[config.mk]
export PLATFORM = sky130hd
export DESIGN_NAME = salc_way_logic
export DESIGN_NICKNAME = d
export VERILOG_FILES = /design/src/hw/rtl/salc_pkg.sv /design/src/hw/rtl/salc_way_logic.sv
export SDC_FILE = /design/constraint.sdc
export NUM_CORES = 1
export LEC_CHECK = 0
export BUFFER_PORTS_ARGS = -buffer_cell sky130_fd_sc_hd__buf_2
export CAP_MARGIN = 10
export CORE_AREA = 2 2 261 263
export DETAILED_ROUTE_END_ITERATION = 7
export DIE_AREA = 0 0 263 265
export MAX_ROUTING_LAYER = met4
export SLEW_MARGIN = 10
export SYNTH_ARGS = -nofsm -noshare
export SYNTH_HDL_FRONTEND = slang
export SYNTH_SLANG_ARGS = --single-unit
[constraint.sdc]
create_clock -name vclk -period 18.35
set_input_delay 1.835 -clock vclk [all_inputs]
set_output_delay 1.835 -clock vclk [all_outputs]
set_load 0.005 [all_outputs]
[src/hw/rtl/salc_pkg.sv]
// shared types, constants and helpers of the set-associative lru tag cache
package salc_pkg;

    // geometry
    localparam int MAX_SETS  = 1024;
    localparam int MAX_WAYS  = 8;
    localparam int ADDR_BITS = 32;

    localparam int SET_BITS  = (MAX_SETS > 1) ? $clog2(MAX_SETS) : 1;
    localparam int WAY_BITS  = (MAX_WAYS > 1) ? $clog2(MAX_WAYS) : 1;
    localparam int AGE_BITS  = WAY_BITS;
    localparam int WAY_CNT_W = $clog2(MAX_WAYS + 1);
    localparam int SHIFT_W   = $clog2(SET_BITS + 1);
    localparam int TAG_BITS  = ADDR_BITS;
    localparam int CNT_BITS  = 32;

    // configuration port
    localparam int CFG_W     = 4;
    localparam int PADDR_W   = 4;
    localparam int PDATA_W   = 32;

    localparam logic [1:0] REG_BLOCK_SHIFT = 2'd0;
    localparam logic [1:0] REG_SET_SHIFT   = 2'd1;
    localparam logic [1:0] REG_WAY_COUNT   = 2'd2;

    localparam logic [CFG_W-1:0] BLOCK_SHIFT_RST = 4'd6;
    localparam logic [CFG_W-1:0] SET_SHIFT_RST   = 4'd6;
    localparam logic [CFG_W-1:0] WAY_COUNT_RST   = 4'd4;

    // result fields
    localparam int SET_OUT_W  = 10;
    localparam int WAY_OUT_W  = 3;
    localparam int OUT_BITS   = SET_OUT_W + WAY_OUT_W + 5 * CNT_BITS;
    localparam int OUT_DATA_W = ((OUT_BITS + 7) / 8) * 8;

    // register values as seen by the datapath
    typedef struct packed {
        logic [CFG_W-1:0] block_shift;
        logic [CFG_W-1:0] set_shift;
        logic [CFG_W-1:0] way_count;
    } salc_cfg_t;

    // one memory row holds a whole set
    typedef struct packed {
        logic [CNT_BITS-1:0]                miss_cnt;
        logic [MAX_WAYS-1:0][AGE_BITS-1:0]  age;
        logic [MAX_WAYS-1:0][TAG_BITS-1:0]  tag;
    } salc_row_t;

    localparam int ROW_W = $bits(salc_row_t);

    // outcome of one lookup
    typedef struct packed {
        logic                hit;
        logic [WAY_BITS-1:0] way_used;
    } salc_lookup_t;

    typedef enum logic [1:0] {
        ST_CLEAR,
        ST_IDLE,
        ST_LOOKUP
    } salc_state_t;

    // row contents after reset: zero tags, ages equal to the way number
    function automatic salc_row_t salc_reset_row();
        salc_row_t r;
        r = '0;
        for (int w = 0; w < MAX_WAYS; w++) begin
            r.age[w] = AGE_BITS'(w);
        end
        return r;
    endfunction

    // counter that stops at all ones
    function automatic logic [CNT_BITS-1:0] salc_sat_inc(input logic [CNT_BITS-1:0] v);
        return (&v) ? v : v + CNT_BITS'(1);
    endfunction

endpackage

[src/hw/rtl/salc_way_logic.sv]
// tag compare over all ways of a set, lru aging and set miss count update
module salc_way_logic (
    input  salc_pkg::salc_row_t               row_in,
    input  logic [salc_pkg::TAG_BITS-1:0]     tag,
    input  logic [salc_pkg::WAY_CNT_W-1:0]    ways,
    output salc_pkg::salc_row_t               row_out,
    output salc_pkg::salc_lookup_t            result
);
    import salc_pkg::*;

    logic                hit;
    logic [WAY_BITS-1:0] hit_way;
    logic [AGE_BITS-1:0] max_age;
    logic [AGE_BITS-1:0] pivot;
    logic                found;
    logic [WAY_BITS-1:0] used;

    // first matching way, and oldest age for the miss case
    always_comb begin
        hit     = 1'b0;
        hit_way = '0;
        max_age = '0;
        for (int w = 0; w < MAX_WAYS; w++) begin
            if (w < int'(ways)) begin
                if (!hit && row_in.tag[w] == tag) begin
                    hit     = 1'b1;
                    hit_way = WAY_BITS'(w);
                end
                if (row_in.age[w] > max_age) begin
                    max_age = row_in.age[w];
                end
            end
        end
        pivot = hit ? row_in.age[hit_way] : max_age;
    end

    // age younger ways, rewrite ways at the pivot age
    always_comb begin
        row_out = row_in;
        found   = 1'b0;
        used    = '0;
        for (int w = 0; w < MAX_WAYS; w++) begin
            if (w < int'(ways)) begin
                if (row_in.age[w] < pivot) begin
                    row_out.age[w] = row_in.age[w] + AGE_BITS'(1);
                end else if (row_in.age[w] == pivot) begin
                    row_out.tag[w] = tag;
                    row_out.age[w] = '0;
                    if (!found) begin
                        used  = WAY_BITS'(w);
                        found = 1'b1;
                    end
                end
            end
        end
        row_out.miss_cnt = hit ? row_in.miss_cnt : salc_sat_inc(row_in.miss_cnt);
    end

    assign result.hit      = hit;
    assign result.way_used = used;

endmodule

==> metrics.cfg <==
[synth]
syn_area_per_cell_um2 = 8.16
yosysSeqAreaShare_pct = 0
synth.distinct_cells = 75
netlist_area_um2 = 10300
synthTopCellsByCount = 262 x mux2_2, 164 x xnor2_1, 121 x xor2_1
synthCells = 1259
synth_nets = 1662
synth_largest_area_cell = mux2_2
synth_most_common_cell = mux2_2
yosys_warnings = 0
synth_area_leaders = mux2_2 29%, xnor2_1 14%, xor2_1 10%
synth_top_area_share_pct = 28.7

[drt]
wl_met1_um = 31400
route.detailed.drc = 0
vias = 13000
wl_per_cell_um = 27.0
routed_via_density = 4.72
wl_um = 74400
drt_pass1_iterations = 5
met2_length_um = 34500
drt_iter0_markers = 1036
highest_layer = met4
wl_met3_um = 6650
ant_nets = 0

[sta]
setup_violations = 0
worst_pin_slew_ns = 1.03
setup_ws_ns = 1.52
timing.final.crit_period_ns = 16.83
rsz0062_at_grt = no
fin_tns_setup_ns = 0
hold_slack_ns = 3.94
relSlewSlack_pct = 31.6
final_hold_viol_count = 0
fin_crit_sh_pct = 91.7
max_freq_mhz = 59.4
slew_viol_final = 0

[hold_path]
min_path_type = primary input to output pin
hp-start = row_in[309]
hold_depth = 3
min_to = row_out[309]

[placed_design]
port-buffer-count = 664
dp_slack_ns = 1.34
gp_congestion = 0.944
dp_hpwl_um = 62400

[worst_setup_path]
slowest_stage = a211oi_1
crit_path_start_kind = primary input
critPathMaxStageDelay_ns = 0.58
critPathArrivalTime_ns = 15.00
cp_top_family = compound AO/OA/AOI/OAI gates
path_max_fanout = 33
crit_required_ns = 16.51
critical_path_class = primary input to output pin
endpoint_kind = output pin
path_buf_inv = 4

[floorplanning]
num_rows = 95
core_um2 = 66800
start_util_pct = 15.4
fp.dieW_um = 263
die_h_um = 265
die_area_um2 = 69700
io_pins = 664

[global_route]
grt_pass1_vias = 12400
grt_max_degree = 36
overflow = 0
grt_usage_pct = 20.6
antenna_found_initial = 26
grt_pass1_wl_um = 98200

[layout]
drive_gt1_share_pct = 53.9
syn2layout_area_growth_pct = 39.5
finish.utilization_pct = 21.5
nFlopsAndLatches = 0
regArea_um2 = 0
clockBufferCount = 0
num-nets-final = 2260

[status]
status = finished clean

[flow_run]
maxCapViolCount = 0

[logic make-up after synthesis]
kind of cell	count (synthesis)	share of synthesized area, %
and+or+nand+nor	385	21.5
xor gates and xnor gates	290	25.1
muxes	278	30.4
buffers and inverters	128	7.78
AOI/OAI and AO/OA	123	8.51
adders and majority gates	55	6.70
[placed cells by master (no fill, tap or decap), types with 5 or more instances in the layout]
cell	n
nor3_1	15
a32o_1	9
or3_1	8
o21ai_0	32
a21o_1	11
xnor2_1	164
xor2_1	121
buf_2	664
and4_1	5
nand3_1	27
nor4b_1	6
mux2_2	262
nor2b_1	8
buf_4	29
mux2i_1	14
nor2_1	53
a22o_1	8
inv_1	31
a21oi_1	19
and2_1	7
o21a_1	8
nand4b_1	5
and3_1	18
nand2_1	67
nor4_1	52
xnor2_2	5
nand4_1	72
diode_2	23
ha_1	55
[final cells by class]
cell class,instances,area [um2]
Multi-Input combinational cell,1131,9530
Antenna cell,23,57.6
Fill cell,7558,52500
Timing Repair Buffer,693,3540
Tap cell,873,1090
Inverter,31,116
[worst max-delay path by stage]
stage	cells past startpoint	to	slack [ns]	start
2_1_floorplan	56	row_out[100]	3.48	ways[3]
3_3_place_gp	61	result[2]	1.64	ways[3]
3_5_place_dp	61	result[2]	1.34	ways[3]
4_1_cts	61	result[2]	1.27	ways[3]
5_1_grt	64	result[0]	0.07	ways[3]
6_report	63	result[0]	1.52	ways[3]
[per-stage QoR]
| step | std cells | area, um2 |
|---|---|---|
| floorplan | 1259 | 10300 |
| global placement | 2728 | 14300 |
| detailed placement | 2728 | 14300 |
| CTS | 2728 | 14300 |
| global route | 2747 | 14300 |
| finish | 2751 | 14300 |
[repair_timing]
item | 4_1_cts | 5_1_grt
gates resized for setup | 0 | 1
buffers inserted | 0 | 0
endpoints found under the setup margin | 0 | 3
hold buffers | 0 | 0
[layer usage]
layer / track usage, % / vias up
met3: 4.47 / 87
met4: 4.17 / 0
met5: - / -
met2: 33.6 / 779
li1: - / 5863
met1: 26.1 / 6253
