==> config.mk <==
export PLATFORM = sky130hd
export DESIGN_NAME = salc_cfg_regs
export DESIGN_NICKNAME = d
export VERILOG_FILES = /design/src/hw/rtl/salc_pkg.sv /design/src/hw/rtl/salc_cfg_regs.sv
export SDC_FILE = /design/constraint.sdc
export NUM_CORES = 1
export LEC_CHECK = 0
export ABC_AREA = 1
export BUFFER_PORTS_ARGS = -buffer_cell sky130_fd_sc_hd__buf_2
export CAP_MARGIN = 20
export CORE_ASPECT_RATIO = 1.2
export CORE_MARGIN = 2
export CORE_UTILIZATION = 35
export DETAILED_ROUTE_END_ITERATION = 12
export HOLD_SLACK_MARGIN = 0.02
export PLACE_DENSITY = 0.8
export SLEW_MARGIN = 20
export SYNTH_ARGS = -nofsm -noshare
export SYNTH_HDL_FRONTEND = slang
export SYNTH_SLANG_ARGS = --single-unit
==> constraint.sdc <==
create_clock -name aclk -period 0.8 [get_ports aclk]
set_clock_uncertainty 0.05 [all_clocks]
set_input_delay 0.12 -clock aclk [delete_from_list [all_inputs] [get_ports aclk]]
set_output_delay 0.12 -clock aclk [all_outputs]
set_load 0.05 [all_outputs]
==> src/hw/rtl/salc_pkg.sv <==
// shared types, constants and helpers of the set-associative lru tag cache
package salc_pkg;

    // geometry
    localparam int MAX_SETS  = 1024;
    localparam int MAX_WAYS  = 8;
    localparam int ADDR_BITS = 32;

    localparam int SET_BITS  = (MAX_SETS > 1) ? $clog2(MAX_SETS) : 1;
    localparam int WAY_BITS  = (MAX_WAYS > 1) ? $clog2(MAX_WAYS) : 1;
    localparam int AGE_BITS  = WAY_BITS;
    localparam int WAY_CNT_W = $clog2(MAX_WAYS + 1);
    localparam int SHIFT_W   = $clog2(SET_BITS + 1);
    localparam int TAG_BITS  = ADDR_BITS;
    localparam int CNT_BITS  = 32;

    // configuration port
    localparam int CFG_W     = 4;
    localparam int PADDR_W   = 4;
    localparam int PDATA_W   = 32;

    localparam logic [1:0] REG_BLOCK_SHIFT = 2'd0;
    localparam logic [1:0] REG_SET_SHIFT   = 2'd1;
    localparam logic [1:0] REG_WAY_COUNT   = 2'd2;

    localparam logic [CFG_W-1:0] BLOCK_SHIFT_RST = 4'd6;
    localparam logic [CFG_W-1:0] SET_SHIFT_RST   = 4'd6;
    localparam logic [CFG_W-1:0] WAY_COUNT_RST   = 4'd4;

    // result fields
    localparam int SET_OUT_W  = 10;
    localparam int WAY_OUT_W  = 3;
    localparam int OUT_BITS   = SET_OUT_W + WAY_OUT_W + 5 * CNT_BITS;
    localparam int OUT_DATA_W = ((OUT_BITS + 7) / 8) * 8;

    // register values as seen by the datapath
    typedef struct packed {
        logic [CFG_W-1:0] block_shift;
        logic [CFG_W-1:0] set_shift;
        logic [CFG_W-1:0] way_count;
    } salc_cfg_t;

    // one memory row holds a whole set
    typedef struct packed {
        logic [CNT_BITS-1:0]                miss_cnt;
        logic [MAX_WAYS-1:0][AGE_BITS-1:0]  age;
        logic [MAX_WAYS-1:0][TAG_BITS-1:0]  tag;
    } salc_row_t;

    localparam int ROW_W = $bits(salc_row_t);

    // outcome of one lookup
    typedef struct packed {
        logic                hit;
        logic [WAY_BITS-1:0] way_used;
    } salc_lookup_t;

    typedef enum logic [1:0] {
        ST_CLEAR,
        ST_IDLE,
        ST_LOOKUP
    } salc_state_t;

    // row contents after reset: zero tags, ages equal to the way number
    function automatic salc_row_t salc_reset_row();
        salc_row_t r;
        r = '0;
        for (int w = 0; w < MAX_WAYS; w++) begin
            r.age[w] = AGE_BITS'(w);
        end
        return r;
    endfunction

    // counter that stops at all ones
    function automatic logic [CNT_BITS-1:0] salc_sat_inc(input logic [CNT_BITS-1:0] v);
        return (&v) ? v : v + CNT_BITS'(1);
    endfunction

endpackage

==> src/hw/rtl/salc_cfg_regs.sv <==
// apb configuration registers: block shift, set shift, way count
module salc_cfg_regs (
    input  logic                           aclk,
    input  logic                           aresetn,
    input  logic                           psel,
    input  logic                           penable,
    input  logic                           pwrite,
    input  logic [salc_pkg::PADDR_W-1:0]   paddr,
    input  logic [salc_pkg::PDATA_W-1:0]   pwdata,
    output logic [salc_pkg::PDATA_W-1:0]   prdata,
    output logic                           pready,
    output salc_pkg::salc_cfg_t            cfg
);
    import salc_pkg::*;

    logic [CFG_W-1:0] block_shift_reg;
    logic [CFG_W-1:0] set_shift_reg;
    logic [CFG_W-1:0] way_count_reg;
    logic             wr_en;
    logic [1:0]       reg_idx;

    assign pready  = 1'b1;
    assign wr_en   = psel && penable && pwrite && pready;
    assign reg_idx = paddr[3:2];

    // register writes; unknown indexes are dropped
    always_ff @(posedge aclk) begin
        if (!aresetn) begin
            block_shift_reg <= BLOCK_SHIFT_RST;
            set_shift_reg   <= SET_SHIFT_RST;
            way_count_reg   <= WAY_COUNT_RST;
        end else if (wr_en) begin
            case (reg_idx)
                REG_BLOCK_SHIFT: block_shift_reg <= pwdata[CFG_W-1:0];
                REG_SET_SHIFT:   set_shift_reg   <= pwdata[CFG_W-1:0];
                REG_WAY_COUNT:   way_count_reg   <= pwdata[CFG_W-1:0];
                default: ;
            endcase
        end
    end

    // read mux
    always_comb begin
        case (reg_idx)
            REG_BLOCK_SHIFT: prdata = PDATA_W'(block_shift_reg);
            REG_SET_SHIFT:   prdata = PDATA_W'(set_shift_reg);
            REG_WAY_COUNT:   prdata = PDATA_W'(way_count_reg);
            default:         prdata = '0;
        endcase
    end

    assign cfg.block_shift = block_shift_reg;
    assign cfg.set_shift   = set_shift_reg;
    assign cfg.way_count   = way_count_reg;

endmodule

==> flow_metrics.py <==
metrics = {
    "cts": {
        "path_clk_slew_ns": 0.07,
        "clock_latency_ns": 0.28,
        "cts_max_level": 1,
        "clock_sinks": 12,
        "cts_buffers": 3,
        "cts-root-buf": "clkbuf_4",
        "cts_tree": "built",
        "clockBufferDepth": 2,
    },
    "global_route": {
        "grt_pass1_vias": 700,
        "gr-total-overflow": 0,
        "grt_pass1_wl_mm": 2.946,
        "grt_usage_pct": 14.10,
        "grt_antenna_before_repair": 0,
        "grt_max_degree": 13,
    },
    "outcome": {
        "failed_checks": "setup timing",
        "status": "complete, but fails checks",
    },
    "critical_path": {
        "crit_start": "block_shift_reg[1]",
        "reg2regPathDepth": 2,
        "timing_worst_setup_path_type": "reg -> out",
        "arrival_ns": 0.94,
        "reg2reg_to": "way_count_reg[1]",
        "startpoint_type": "flip-flop",
        "ff2ff_setup_slack_ns": 0.06,
        "cp-end-kind": "output pin",
        "crit_path_max_fanout": 3,
        "r2r-start": "way_count_reg[1]",
        "worstPathRequired_ns": 0.63,
    },
    "drt": {
        "drt_iter0_drc": 22,
        "vias": 852,
        "antenna_left": 0,
        "vias_per_cell": 4.532,
        "drc": 0,
        "dr.pass1.iters": 4,
        "wl_mm": 2.251,
        "wl_per_cell_um": 11.97,
    },
    "timing": {
        "layout_worst_path_cycle_share_pct": 138.5,
        "tns_ns": -3.548,
        "rsz0062_at_grt": "true",
        "finalSetupViolations": 17,
        "fin_crit_ns": 1.108,
        "fmax_ghz": 0.9026,
        "final_max_slew_viol_count": 0,
        "fin_ws_ns": -0.3079,
        "hold_violations": 0,
        "fin_hold_ws_ns": 0.04600,
    },
    "yosys": {
        "syn_inst": 123,
        "synthAdderAreaFrac_pct": 0,
        "synth.area.top_cells": "dfxtp_1 29%, buf_4 26%, nand2_1 14%, nand3_1 10%, nor2_1 6.3%",
        "syn_area_um2": 835.8,
        "synthSimpleGateAreaFrac_pct": 40.42,
        "ys_ff_latch": 12,
        "syn_avg_cell_area_um2": 6.795,
        "yosys.cell_types.count": 14,
        "yosysTopAreaCell": "dfxtp_1",
        "ys_seq_area_share_pct": 28.74,
        "synth_top_family_by_area": "simple AND/OR/NAND/NOR gates",
        "synth_compound_area_share_pct": 0.5988,
        "synth_xor_area_share_pct": 0,
        "netlist.area_leader.share_pct": 28.74,
        "synthMuxAreaShare_pct": 0,
        "ys_warn_count": 0,
    },
    "floorplan": {
        "die-area_um2": 2797,
        "start_util_pct": 36.62,
        "core_um2": 2282,
        "die_w_um": 48.61,
        "io_pins": 86,
        "rows": 19,
        "fp.dieH_um": 57.53,
    },
    "finish": {
        "fin_nets": 200,
        "syn2layout_area_growth_pct": 56.74,
        "fin_util_pct": 57.40,
        "most-common-layout-cells": "29 x conb_1, 19 x nand2_1, 14 x nor2_1",
        "drive_above_1_share_pct": 49.04,
        "finalInstanceArea_um2": 1310,
        "layout_commonest_cell": "conb_1",
        "diodes": 0,
    },
    "placement": {
        "portBuffers": 26,
        "pre_cts_ws_ns": -0.3852,
        "placed_area_um2": 1079,
        "gp_congestion": 0.8332,
        "hpwl_mm": 1.497,
    },
    "run": {
        "cap_violations": 0,
    },
    "power_and_ir_drop": {
        "swShare_pct": 45.18,
        "p_switching_w": 0.0007609,
        "irDropWorstVdd_v": 0.0006284,
        "p_int_w": 0.0009234,
        "power_density_nw_per_um2": 1286,
        "power_frac_seq_pct": 35.5,
        "p_clk_share_pct": 22.2,
        "combinationalPowerShare_pct": 42.3,
        "leakage_nw": 0.6959,
    },
    "min_path": {
        "whs_endpoint": "block_shift_reg[2]",
        "hold_depth": 3,
        "hold_path_startpoint": "pwdata[2]",
        "hold_path.class": "in -> reg",
    },
}
-- critical path, stage by stage, from the launching register on --
cell	delay (ns)
dfxtp_4	0.35
nand2_2	0.08
nand3_4	0.07
buf_8	0.15
-- through the flow --
stage,power [W],cells
3_3_place_gp,0.001219,182
3_5_place_dp,0.001228,182
2_1_floorplan,0.001232,150
6_report,0.001684,188
5_1_grt,0.001760,188
4_1_cts,0.001627,185
-- timing repair --
action                                  4_1_cts  5_1_grt
endpoints found under the setup margin       16       19
cloned                                        0        0
gates resized for setup                      35       22
pin swaps                                     1       10
hold buffers                                  0        0
setup buffers                                 0        4
-- per-layer routing --
layer / global-route usage, % / part of all wire (%) / vias up
met2: 27.98 / 61 / 48
li1: - / - / 393
met4: 10.20 / 1.6 / 0
met1: 12.99 / 32 / 406
met3: 1.832 / 5.9 / 5
met5: 0 / 0 / -
-- cell usage after synthesis --
library cell	count
buf_2	1
buf_4	29
conb_1	2
dfxtp_1	12
inv_1	4
inv_2	2
nand2_1	32
nand2_2	2
nand3_1	17
nor2_1	14
nor2_2	4
nor2_4	2
nor2_8	1
o21ai_0	1
-- worst max path at each step --
stage,endpoint
CTS,prdata[0]
global placement,prdata[0]
global route,prdata[1]
finish,prdata[1]
detailed placement,prdata[0]
floorplan,prdata[0]
-- kinds of logic after synthesis --
family                 count (synthesis)
AO/OA/AOI/OAI                          1
buffers and inverters                 36
flip-flops                            12
other                                  2
AND/OR/NAND/NOR                       72
-- power groups by stage --
stage                     sequential (W)  combinational [W]  clock (W)
after floorplan                 0.000653           0.000579          0
after global placement          0.000605           0.000614          0
after detailed placement        0.000607           0.000621          0
after CTS                       0.000596           0.000667   0.000365
after global routing            0.000600           0.000740   0.000420
final                           0.000598           0.000712   0.000375
-- cell type report --
class | instances | area [um^2]
Multi-Input combinational cell | 102 | 584.3
Tap cell | 31 | 38.79
Timing Repair Buffer | 34 | 356.6
Clock buffer | 3 | 22.52
Sequential cell | 12 | 285.3
Fill cell | 189 | 972.2
Inverter | 6 | 22.52
Power figures use the tool's default switching activity.
