[src/hw/rtl/salc_row_ram.sv]
// simple dual-port ram with one registered read port
module salc_row_ram #(
    parameter int DATA_W = 8,
    parameter int ADDR_W = 4
) (
    input  logic              aclk,
    input  logic              we,
    input  logic [ADDR_W-1:0] waddr,
    input  logic [DATA_W-1:0] wdata,
    input  logic              re,
    input  logic [ADDR_W-1:0] raddr,
    output logic [DATA_W-1:0] rdata
);

    localparam int DEPTH = 2 ** ADDR_W;

    logic [DATA_W-1:0] mem [DEPTH];

    // write port
    always_ff @(posedge aclk) begin
        if (we) begin
            mem[waddr] <= wdata;
        end
    end

    // read port, registered on re
    always_ff @(posedge aclk) begin
        if (re) begin
            rdata <= mem[raddr];
        end
    end

endmodule

[config.mk]
export PLATFORM = sky130hd
export DESIGN_NAME = salc_row_ram
export DESIGN_NICKNAME = d
export VERILOG_FILES = /design/src/hw/rtl/salc_row_ram.sv
export SDC_FILE = /design/constraint.sdc
export NUM_CORES = 1
export LEC_CHECK = 0
export BUFFER_PORTS_ARGS = -buffer_cell sky130_fd_sc_hd__buf_2
export CORE_MARGIN = 3
export CORE_UTILIZATION = 42
export CTS_CLUSTER_SIZE = 10
export DETAILED_ROUTE_END_ITERATION = 8
export HOLD_SLACK_MARGIN = 0.1
export PLACE_DENSITY = 0.7
export SYNTH_ARGS = -nofsm -noshare
export SYNTH_HDL_FRONTEND = slang
export SYNTH_SLANG_ARGS = --single-unit
[constraint.sdc]
create_clock -name aclk -period 4.2 [get_ports aclk]
set_clock_uncertainty 0.1 [all_clocks]
set_input_delay 0.21 -clock aclk [delete_from_list [all_inputs] [get_ports aclk]]
set_output_delay 0.21 -clock aclk [all_outputs]
set_load 0.02 [all_outputs]
==> results of run 1 <==
==> layout make-up <==
class                   count  area, sq um  share of cell area, %
flip-flops and latches    136         4080                   66.6
clock buffers              18          429                   7.00
clock inverters            13          133                   2.16
repair buffers             35          213                   3.47
well taps                 168          210                   3.43
multi-input cells          83         1060                   17.3
==> synthesized netlist by cell type (all sizes together) <==
cell,instances,area share [%]
and2b,1,0.14
nand2,9,0.65
a22oi,16,2.3
edfxtp,136,78
nor3,4,0.38
buf,7,1.1
or3b,1,0.17
nand2b,2,0.24
clkdlybuf4s25,3,0.57
nor2,13,0.93
nand3b,2,0.29
mux4,32,15
nor2b,1,0.12
and2,1,0.12
nand3,1,0.096
==> worst min-delay path by stage <==
stage | startpoint | end | slack, ns | cells past startpoint
detailed placement | re | rdata[0]$_DFFE_PP_ | 0.49 | 1
floorplan | wdata[0] | mem[0][0]$_DFFE_PP_ | 0.21 | 0
global placement | re | rdata[2]$_DFFE_PP_ | 0.50 | 1
finish | wdata[6] | mem[14][6]$_DFFE_PP_ | 0.11 | 1
global route | wdata[6] | mem[14][6]$_DFFE_PP_ | 0.10 | 1
CTS | wdata[6] | mem[14][6]$_DFFE_PP_ | 0.10 | 1
==> report_power, final <==
part           switching [W]  leakage, nW  internal, W
Combinational      0.0000839        0.515    0.0000569
Clock               0.000535        0.269     0.000864
Sequential        0.00000883         1.24      0.00153
==> per-stage QoR <==
| step | power [W] | setup slack [ns] | hold slack (ns) |
|---|---|---|---|
| after floorplan | 0.00165 | 2.40 | 0.209 |
| after global placement | 0.00170 | 1.76 | 0.496 |
| after detailed placement | 0.00171 | 1.76 | 0.494 |
| after CTS | 0.00310 | 2.17 | 0.101 |
| after global routing | 0.00317 | 2.10 | 0.102 |
| final | 0.00308 | 2.24 | 0.106 |
==> layer usage <==
layer  share of wire (%)  vias up  wire length (um)  global-route usage, %
met5                   0        -                 0                      0
met4                0.96        0                94                   3.88
met3                 4.6        7               446                   4.76
met2                  48       66              4680                   22.2
met1                  47     1259              4540                   22.3
li1                    -     1069                 -                      -
==> cells by family (layout without fill, tap and decap cells) <==
family,count (synthesis),count (layout),share of synthesized area [%]
flip-flops,136,136,78.1
AND/OR/NAND/NOR,35,35,3.14
multiplexers,32,32,14.8
AO/OA/AOI/OAI,16,16,2.30
buffers and inverters,10,66,1.65
==> state kept, by name (all words and copies together), names as in the netlist <==
| name | count |
|---|---|
| mem | 128 |
| rdata | 8 |
==> results, run 1 <==
- The run finished with clean final reports.
- The class of the worst hold path is primary input to flop.
- The congestion estimate from routability-driven global placement came to 0.739.
- The chip height is 118 um.
- STA classifies the critical path startpoint as a primary input.
- The TritonCTS clock tree is done.
- In the finished design, the share of the clock period the worst path needs comes to 46.8%.
- At the later pin of the worst-skew pair, clock insertion delay measures 0.41 ns.
- The number of design-rule violations left by the first detailed-router iteration is 272.
- The number of gates resized after CTS was 0.
- The count of maximum capacitance violations is 0.
- The number of antenna violations at the first check in global routing is 0.
- The critical path buffer and inverter count is 1.
- The number of placed I/O pins is 27.
- Leaving out fill and tap cells, the most frequent cells in the layout are 136 x sky130_fd_sc_hd__edfxtp_1, 26 x sky130_fd_sc_hd__buf_2, 18 x sky130_fd_sc_hd__mux4_2, 17 x sky130_fd_sc_hd__clkbuf_16, 16 x sky130_fd_sc_hd__a22oi_1.
- STA classifies the critical path endpoint as a flop.
- Setup repair after global routing left no endpoint under its margin.
- The number of placed instances with taps included is 416.
- The overall routed net length is 9.76 mm.
- In the final design database the tool counted 292 nets.
- The number of inserted diodes is 0.
- In this run, CTS created clock tree buffers numbering 17.
- The post-CTS repair timing setup buffer count is 0.
- The first-pass detailed-route iteration total is 5.
- The register clock-pin slew on the reported worst setup and hold paths is 0.06 ns.
- The master cell of the clock root buffer is sky130_fd_sc_hd__clkbuf_16.
- Subtracting the final worst setup slack from the clock period gives 1.96 ns.
- The highest achievable clock rate is 509 MHz.
- The cell type group with the largest total delay on the critical path is buffers and inverters.
- The clock tree synthesis step divided the H-tree into 4 levels.
- Cells fill 50.6% of the core in the end.
- The headroom to the max-slew limit is 31.2%.
- Each instance of the synthesized netlist takes up on average 22.8 sq um.
- The critical path required time is 4.25 ns.
- The final route contains 2401 vias.
- Entering global routing, the biggest net connects 33 pins.
- The termination of the worst setup path is rdata[6]$_DFFE_PP_.
- Power spread over the standard cell area amounts to 502 nW/um^2.
- The number of buffers added on ports is 26.
- The core region is 12100 sq um.
- The final hold violation count is 0.
- The count of warnings emitted by yosys is 0.
- The largest incremental delay on the critical path is 0.76 ns.
- In this run the cell area of the synthesized design comes to 5230 sq um.
- After synthesis, flip-flops and latches occupy 78.1% of the total area.
- The initial utilization of the core area, before any placement, comes to 43.2%.
- The most frequent standard cell in the layout excluding fill and tap cells is sky130_fd_sc_hd__edfxtp_1.
- Once detail routing completed, the nets flagged for antenna violations numbered 0.
- Setup violations remaining at the end of the flow were counted as 0.
- Measured along the x axis, the die boundary spans 118 um.
- Buffers inserted to repair hold after CTS numbered 6.
- Cells with a size suffix above 1 make up 27.4% of the layout.
- Once placement finished, the instance area stood at 5510 sq um.
- The final routed DRC violation total is 0.
- The number of global-route vias before repair is 2451.
- The number of filler instances in the final layout is 987.
- Setup slack on the worst reg-to-reg path comes out at 2.60 ns.
- Summed over all cells, the static leakage comes to 2.02 nW.
- The die covers 13800 sq um.
- The number of gates on the worst path with buffers counted is 4.
- The final-layout setup total negative slack is 0 ns.
- Global routing used 15.1% of the available tracks.
- The endpoint of the lowest-slack register-to-register path is rdata[6]$_DFFE_PP_.
- At the worst endpoint, the arrival time is 2.01 ns.
- The number of nets in the synthesized netlist is 248.
- The area added between synthesis and finish is 17.3%.
- The routed wirelength normalized by instance count is 21.6 um.
- After detailed routing, the number of vias per cell comes to 5.30.
- Clock tree synthesis found a total of 136 sinks.
- In this run the critical register-to-register path is launched from mem[11][6]$_DFFE_PP_.
- The finished layout holds 453 standard cells, fillers aside.
- The number of standard-cell rows in the floorplan is 40.
- The launch point of the worst path is raddr[0].
- The critical path start-end classification is primary input to flop.
- The clock passes through at most 2 buffers.
- The number of library cell types mapped by synthesis is 18.
- The highest-delay cell along the critical path is sky130_fd_sc_hd__buf_2.
- Synthesis inferred 136 register bits.
- The global-route congestion overflow total is 0.
- The finished cells cover 6130 sq um.
- The measured slew at the worst slew-check pin is 1.03 ns.
- The max-slew violation total from the final report is 0.
- In the synthesized netlist, the number of instances is 229.
- The largest driver fanout on the critical path is 32.
- Traced cell by cell, the critical path runs through buf_2, mux4_2, a22oi_1, nand2_1.
- The number of cells on the worst reg-to-reg path is 3.
- IR analysis of the VDD net gives a maximum drop of 0.287 mV.
- The wire length of the first global-routing pass is 15.3 mm.
- The placed wire-length estimate is 5.93 mm.
Note: power is estimated with default switching activity, not from simulation.
==> run 2: changes to the inputs <==
==> constraint.sdc (replaced) <==
create_clock -name aclk -period 2 [get_ports aclk]
set_clock_uncertainty 0.1 [all_clocks]
set_input_delay 0.1 -clock aclk [delete_from_list [all_inputs] [get_ports aclk]]
set_output_delay 0.1 -clock aclk [all_outputs]
set_load 0.02 [all_outputs]
==> run 2 against run 1 <==
Total power rose by 110%. Final cell count rose by 5.5%. Setup slack got worse by 1.8 ns. Hold slack improved by 0.047 ns. Core utilization rose by 1.7 points. Clock power rose by 110%. Die area did not move. Wire length rose by 3.7%. Via count rose by 4.2%. Critical path type is now flop to flop.
==> results, run 2 (synthesized netlist as in run 1, its figures left out) <==
- After filler insertion, the fill cell instance count of the layout stands at 962.
- The first global-routing pass estimated 15.8 mm of wire.
- The flow ran to the end, and the final reports show no timing, DRC or antenna violations.
- The largest registers in the layout are mem x128, rdata x8.
- In the detailed route, the total length drawn on met3 is 582 um.
- At the pin with the least slew margin, the transition time is 0.391 ns.
- The headroom to the max-slew limit is 73.9%.
- In this run the standard cell core region covers 12100 sq um.
- Entering global routing, the biggest net connects 17 pins.
- The global-route congestion overflow total is 0.
- After detailed routing, the total wire length is 10.1 mm.
- The total CTS buffers is 17.
- The critical path arrival is 1.63 ns.
- The number of nets still failing antenna checks after routing is 0.
- The final worst-path cycle share is 79.6%.
- The starting density of the core is 43.2%.
- The area added between synthesis and finish is 21.3%.
- At the end of routability-driven placement, the weighted congestion stood at 0.754.
- The max-slew violation total from the final report was 0.
- In this run the power density over the cells is 1030 nW/um^2.
- The number of global-route vias before repair is 2666.
- The chip height is 118 um.
- Detailed routing placed a total of 4.96 mm of wire on met2.
- The critical path is of the flop to flop type.
- Setup repair after global routing left no endpoint under its margin.
- The final routed DRC violation total is 0.
- The number of levels the H-tree was split into is 4.
- The placed wire-length estimate is 6.52 mm.
- The register with the most flip-flops in the layout has 128 of them.
- After detailed routing, the wire length on met1 is 4.49 mm.
- The longest clock path from root to sink contains 2 buffers.
- For this block, the initial DRC count from the detailed router was 292.
- The critical path required time is 2.04 ns.
- The top layer reached by signal wires is met4.
- The register clock-pin slew on the reported worst setup and hold paths is 0.06 ns.
- After the last flow step, the layout net total stands at 316.
- After clock tree synthesis, the setup repair step added 0 buffers.
- The number of buffers added on ports is 26.
- The final-layout setup total negative slack is 0 ns.
- The multi-input combinational cell area is 1060 sq um.
- The clock net in this run drives a total of 136 sinks.
- The path class of the tightest hold or removal check is primary input to flop.
- The register with the most flip-flops in the final layout is mem.
- The via density per instance is 5.23.
- The number of gates resized after cts is 0.
- For this block, the via count after detailed routing is 2501.
- Once routing completed, OpenROAD measured the worst setup slack at 0.409 ns.
- For this run, the number of standard cells in the final layout without fillers is 478.
- The first-pass detailed-route iteration total is 4.
- The worst setup timing slack at the placement stage is 0.232 ns.
- Setup violations remaining at the end of the flow were counted as 0.
- The cell sitting at the root of the clock tree is a sky130_fd_sc_hd__clkbuf_16.
- Derived from the worst setup path, the maximum achievable clock frequency is 628 MHz.
- TritonCTS built the clock tree.
- Row generation in the floorplan step produced 40 rows.
- The post-route netlist has 31.9% of its cells at a drive strength greater than 1.
- The tool flagged a number of max-cap violations equal to 0.
- The critical path endpoint category is a flop.
- Leaving out fill and tap cells, the most frequent cells in the layout are 136 x sky130_fd_sc_hd__edfxtp_1, 26 x sky130_fd_sc_hd__buf_2, 23 x sky130_fd_sc_hd__buf_4, 18 x sky130_fd_sc_hd__mux4_2, 17 x sky130_fd_sc_hd__clkbuf_16.
- The library cell used most frequently in the layout, excluding fill and tap cells, is sky130_fd_sc_hd__edfxtp_1.
- The final hold violation count was 0.
- STA classifies the critical path startpoint as a flop.
- The floorplan die width is 118 um.
- The number of placed I/O pins is 27.
- The clock latency of the later-clocked register in the worst-skew pair is 0.40 ns.
- The power after layout is 0.00652 W.
- The number of inserted diodes is 0.
- In the final routed layout, each cell accounts on average for 21.2 um.
- The worst-case IR drop observed on VDD is 0.703 mV.
- The footprint of the flip-flops and latches is 4080 sq um.
- Counting I/O delays and the setup requirement, the final critical path takes 1.59 ns.
- The static leakage power is 2.15 nW.
- The global router's overall resource usage is 15.6%.
- The die footprint is 13800 sq um.
- The number of antenna violations at the first check in global routing is 0.
- Including well taps, the total number of placed cells is 437.
- Of all nets on the critical path, the largest fanout is 1.
- The worst hold slack after final layout is 0.153 ns.
[run 2: path summary, 6_finish.rpt]
kind                        startpoint                  end  slack, ns  depth (start not counted)
setup / recovery   mem[2][1]$_DFFE_PP_   rdata[1]$_DFFE_PP_       0.41                          3
hold / removal                waddr[0]  mem[8][3]$_DFFE_PP_       0.15                          3
setup reg to reg   mem[2][1]$_DFFE_PP_   rdata[1]$_DFFE_PP_       0.41                          3
hold reg to reg   mem[15][7]$_DFFE_PP_   rdata[7]$_DFFE_PP_       0.64                          3
[run 2: power breakdown]
| group | total, W | switching [W] | internal, W |
|---|---|---|---|
| clock | 0.00297 | 0.00113 | 0.00184 |
| sequential | 0.00323 | 0.0000178 | 0.00321 |
| combinational | 0.000324 | 0.000183 | 0.000141 |
| total | 0.00652 | 0.00133 | 0.00519 |
[run 2: critical path, cell delays in order (launching register included)]
cell and delay, ns:
sky130_fd_sc_hd__edfxtp_1 0.37, sky130_fd_sc_hd__mux4_1 0.51, sky130_fd_sc_hd__a22oi_1 0.26, sky130_fd_sc_hd__nand2_1 0.09
[run 2: timing repair]
item                       in CTS  in global routing
hold endpoints to repair      136                  0
hold buffers                    9                  0
setup endpoints to repair       0                  0
[run 2: routing by layer]
| metal | vias up | track usage (%) |
|---|---|---|
| met4 | 0 | 4.03 |
| met1 | 1299 | 22.0 |
| li1 | 1119 | - |
| met5 | - | 0 |
| met3 | 8 | 4.85 |
| met2 | 75 | 24.0 |
[run 2: through the flow]
stage	utilization (%)	cell area, sq um
2_1_floorplan	-	5230
3_3_place_gp	46.8	5670
3_5_place_dp	46.8	5670
4_1_cts	52.4	6340
5_1_grt	52.4	6340
6_report	52.4	6340
[run 2: layout make-up]
| cell class | count | area share (%) |
|---|---|---|
| Clock buffer | 18 | 6.77 |
| Clock inverter | 14 | 2.35 |
| Multi-Input combinational cell | 83 | 16.7 |
| Sequential cell | 136 | 64.4 |
| Tap cell | 168 | 3.31 |
| Timing Repair Buffer | 59 | 6.51 |
